**src/design/isc_pkg.sv**
```systemverilog
`timescale 1ns / 1ps
package isc_pkg;

  // Operation codes on the input channel.
  localparam logic [1:0] FUNC_CLEAR = 2'd0;
  localparam logic [1:0] FUNC_ADD   = 2'd1;
  localparam logic [1:0] FUNC_QUERY = 2'd2;
  localparam logic [1:0] FUNC_READ  = 2'd3;

  // Status codes on the result channel.
  localparam logic [1:0] STATUS_OK    = 2'd0;
  localparam logic [1:0] STATUS_FULL  = 2'd1;
  localparam logic [1:0] STATUS_RANGE = 2'd2;

  // One stored interval: start and inclusive end, both two's complement.
  typedef struct packed {
    logic [31:0] ival_start;
    logic [33:0] ival_end;
  } cell_data_t;

  // Interval being added or queried, widened to 34 bits.
  typedef struct packed {
    logic [33:0] ival_start;
    logic [33:0] ival_end;
  } pend_t;

  // Position of a cell relative to the pending interval.
  typedef struct packed {
    logic below;
    logic ovl;
  } cell_flags_t;

  // Command broadcast to every cell.
  typedef enum logic [1:0] {
    CMD_HOLD,
    CMD_DEL,
    CMD_INS
  } cell_cmd_t;

endpackage

```
**src/design/isc_cell.sv**
```systemverilog
`timescale 1ns / 1ps
module isc_cell (
  input  logic                clk,
  input  logic                rst_n,
  input  isc_pkg::cell_cmd_t  cmd,
  input  logic                valid,
  input  isc_pkg::pend_t      pend,
  input  isc_pkg::cell_data_t prev_data,
  input  isc_pkg::cell_data_t next_data,
  input  isc_pkg::cell_flags_t prev_flags,
  output isc_pkg::cell_data_t data,
  output isc_pkg::cell_flags_t flags
);

  isc_pkg::cell_data_t  data_r, data_nxt;
  isc_pkg::cell_flags_t flags_r, flags_nxt;
  logic [33:0]          own_start;

  assign own_start = {{2{data_r.ival_start[31]}}, data_r.ival_start};

  // Entries at or above the pending interval move one place; lower ones stay.
  always_comb begin
    data_nxt = data_r;
    case (cmd)
      isc_pkg::CMD_DEL: begin
        if (!flags_r.below) data_nxt = next_data;
      end
      isc_pkg::CMD_INS: begin
        if (!flags_r.below) begin
          if (prev_flags.below) begin
            data_nxt = {pend.ival_start[31:0], pend.ival_end};
          end else begin
            data_nxt = prev_data;
          end
        end
      end
      default: data_nxt = data_r;
    endcase
  end

  // Compare against the pending interval; ends count as inclusive.
  always_comb begin
    flags_nxt.below = valid && ($signed(data_r.ival_end) < $signed(pend.ival_start));
    flags_nxt.ovl   = valid && !($signed(pend.ival_start) > $signed(data_r.ival_end))
                            && !($signed(pend.ival_end) < $signed(own_start));
  end

  always_ff @(posedge clk) begin
    data_r <= data_nxt;
    if (!rst_n) begin
      flags_r <= '0;
    end else begin
      flags_r <= flags_nxt;
    end
  end

  assign data  = data_r;
  assign flags = flags_r;

endmodule

```
**config.mk**
```make
export PLATFORM = sky130hd
export DESIGN_NAME = isc_cell
export DESIGN_NICKNAME = d
export VERILOG_FILES = /design/src/design/isc_pkg.sv /design/src/design/isc_cell.sv
export SDC_FILE = /design/constraint.sdc
export NUM_CORES = 1
export LEC_CHECK = 0
export BUFFER_PORTS_ARGS = -buffer_cell sky130_fd_sc_hd__buf_2
export CAP_MARGIN = 20
export CELL_PAD_IN_SITES_DETAIL_PLACEMENT = 1
export CELL_PAD_IN_SITES_GLOBAL_PLACEMENT = 1
export CORE_AREA = 2 2 147 106
export CTS_CLUSTER_DIAMETER = 30
export DETAILED_ROUTE_END_ITERATION = 10
export DIE_AREA = 0 0 149 108
export GPL_ROUTABILITY_DRIVEN = 0
export GPL_TIMING_DRIVEN = 0
export MAX_ROUTING_LAYER = met4
export PLACE_DENSITY = 0.95
export SYNTH_ARGS = -nofsm -noshare
export SYNTH_HDL_FRONTEND = slang
export SYNTH_SLANG_ARGS = --single-unit
```
**constraint.sdc**
```tcl
create_clock -name clk -period 11.2 [get_ports clk]
set_input_delay 1.68 -clock clk [delete_from_list [all_inputs] [get_ports clk]]
set_output_delay 1.68 -clock clk [all_outputs]
set_load 0.02 [all_outputs]
```
==> flow_summary.yaml <==
clock_network:
  ctsResizeCount: 0
  cts_buffers: 9
  cts-htree-levels: 3
  post_cts_buffers: 0
  cts_tree: "built"
  cts_hold_buffers: 0
  worstSkewPairLatency_ps: 330
  clockBufferDepth: 2
  clkTransAtPathRegs_ps: 60
  clock-root-buffer: "clkbuf_16"
  cts_sinks: 68
global_route:
  grt_pass1_wl_mm: 30.5
  grt_max_degree: 28
  grt_usage_pct: 26.0
  grt_overflow: 0
  met1_usage_pct: 32.7
  use_met2_pct: 43.3
  busiest_layer: "met2"
  grt_pass1_vias: 5608
  grtUsageMet3_pct: 4.98
  antenna_found_initial: 0
floorplan:
  rows: 37
  core_area_um2: 14500
  start_util_pct: 34.9
  dieArea_um2: 16100
  ios: 275
  die_h_um: 108
  die_w_um: 149
pwr:
  switching_power_mw: 0.275
  p_leak_nw: 3.74
  total_power_mw: 0.904
  vdd_drop_max_uv: 63.8
  switching_share_pct: 30.5
  internal-power_mw: 0.629
  clkPwrFrac_pct: 35.8
  p_comb_share_pct: 28.3
  cellPowerDensity_nw_per_um2: 128
  p_seq_share_pct: 36.0
critical_path:
  r2r_start: "data[33]$_DFFE_PP_"
  setup.worst_path.start: "cmd[0]"
  crit_family: "buffers and inverters"
  path_cells: "buf_2 > nand2b_1 > clkbuf_1 > clkbuf_1 > clkbuf_1 > a21oi_4 > buf_12"
  cp_data_arrival_time_ps: 3910
  start_kind: "primary input"
  worst_path_largest_cell_delay_ps: 760
  required_ps: 11220
  crit_buf_inv: 5
  path_class: "in2reg"
  worst_path_max_delay_cell: "a21oi_4"
  path_max_fanout: 27
  endpoint_kind: "flop"
  crit_top_cell: "clkbuf_1"
final_layout:
  drive_gt1_share_pct: 35.6
  diodes: 0
  fin_nets: 1090
  area_delta_synth_final_pct: 39.3
  final_util_pct: 48.7
  fillers: 1779
synth:
  syn_area_per_cell_um2: 9.57
  yosysUniqueCellTypes: 31
  ys_ff_latch: 68
  synth-seq-area-share_pct: 39.8
  synthCells: 531
  netlist_area_um2: 5080
  syn_nets: 805
  yosys_warnings: 0
timing:
  maxSlewViolCount: 0
  rsz0062_at_grt: "false"
  fin_ws_ps: 7310
  min_period_over_period_pct: 34.7
  min_period_ps: 3890
  clock_skew_ps: 4.18
  max_freq_ghz: 0.257
  finalHoldViolations: 0
  worst_pin_slew_ps: 926
  finalSetupViolCount: 0
  max_slew_margin_pct: 38.3
  setup_tns_ps: 0
placement:
  io_buffers: 272
  post-place-ws_ps: 6880
  dp.final_hpwl_mm: 16.8
detailed_routing:
  drt_iter0_markers: 222
  avgViaCountPerCell: 5.14
  dr.pass1.iters: 4
  routed_wl_mm: 20.2
  routedWlPerCell_um: 19.9
  vias: 5222
  ant_nets: 0
  drc: 0
run:
  maxCapViolCount: 0
run_status:
  status: "finished, final reports clean"
hold_path:
  hp-class: "reg2reg"
  min_from: "flags[1]$_SDFF_PN0_"
[power groups by stage]
| stage | logic [mW] | clock network, mW | registers, mW |
|---|---|---|---|
| 4_1_cts | 0.256 | 0.329 | 0.326 |
| 2_1_floorplan | 0.107 | 0 | 0.361 |
| 3_5_place_dp | 0.255 | 0 | 0.331 |
| 3_3_place_gp | 0.238 | 0 | 0.333 |
| 6_report | 0.255 | 0.323 | 0.326 |
| 5_1_grt | 0.282 | 0.339 | 0.328 |
[layer usage]
layer / wire length, um / vias up / part of all wire [%]
met3: 1540 / 25 / 7.6
met1: 8770 / 2495 / 43
met2: 9610 / 234 / 48
met5: 0 / - / 0
li1: - / 2468 / -
met4: 301 / 0 / 1.5
[sequential cells by signal, indices dropped and copies added, names as in the netlist]
| signal | cells |
|---|---|
| data | 66 |
| flags | 2 |
[final cells by class]
type                       instances  area [um2]  area share, %
buffer                            23        87.6           1.24
tap                              195         244           3.45
timing repair buffer             274        1410           19.9
inverter                          68         255           3.61
multi-input combinational        372        2730           38.5
sequential                        68        2020           28.6
clock inverter                     7         105           1.49
clock buffer                       9         225           3.18
[cell usage in the layout, fill, tap and decap left out, types with 11 or more instances in the layout]
master,count
a21o_1,11
a21oi_1,21
buf_2,273
clkbuf_1,19
edfxtp_1,66
ha_1,67
inv_1,68
mux2i_1,67
nand2_1,77
nand4_1,12
o21ai_0,74
[worst register-to-register path: stages, from the launching register on]
cell and delay, ps:
edfxtp_1 370, inv_1 60, ha_1 390, nand4_1 230, or4_4 610, or3_4 410
o211ai_2 160, nor4_1 110, xnor2_1 140, nor3_1 200
[worst paths after layout]
path                         endpoint  slack (ps)  cells past startpoint
setup / recovery   data[13]$_DFFE_PP_        7310                      7
hold / removal     data[56]$_DFFE_PP_         750                      1
setup reg to reg  flags[1]$_SDFF_PN0_        8440                      9
hold reg to reg    data[56]$_DFFE_PP_         750                      1
[cells in the mapped netlist, drive strengths merged]
cell | instances | area share [%]
nand2 | 77 | 5.7
o21ai | 74 | 7.3
inv | 68 | 5.0
ha | 67 | 17
mux2i | 67 | 13
edfxtp | 66 | 39
a21oi | 22 | 2.2
clkbuf | 19 | 1.4
nand4 | 12 | 1.5
a21o | 11 | 1.6
nand3 | 7 | 0.69
nor3 | 6 | 0.59
buf | 4 | 0.32
nand2b | 4 | 0.49
a211oi | 3 | 0.44
a221oi | 3 | 0.52
nor2 | 3 | 0.22
nor2b | 3 | 0.37
a31oi | 2 | 0.25
dfxtp | 2 | 0.79
o2111ai | 2 | 0.34
or3 | 2 | 0.34
a311oi | 1 | 0.17
and4 | 1 | 0.17
nor4 | 1 | 0.12
o211ai | 1 | 0.25
or2 | 1 | 0.12
or4 | 1 | 0.22
xnor2 | 1 | 0.17
[logic make-up (layout without fill, tap and decap cells)]
| family | count (synthesis) | in the layout | synth area share [%] |
|---|---|---|---|
| buf+inv | 91 | 381 | 6.75 |
| simple gates | 118 | 118 | 10.5 |
| fa+ha+maj | 67 | 67 | 16.5 |
| mux | 67 | 67 | 13.2 |
| compound gates | 119 | 119 | 13.1 |
| xor+xnor | 1 | 1 | 0.172 |
| flops | 68 | 68 | 39.8 |
[per-stage QoR]
step           instances  instance area [um2]  hold WS, ps
3_3_place_gp         998                 6690          771
3_5_place_dp        1000                 6740          720
2_1_floorplan        531                 5080          805
6_report            1016                 7070          748
5_1_grt             1016                 7070          778
4_1_cts             1016                 7070          745
Power figures use the tool's default switching activity.
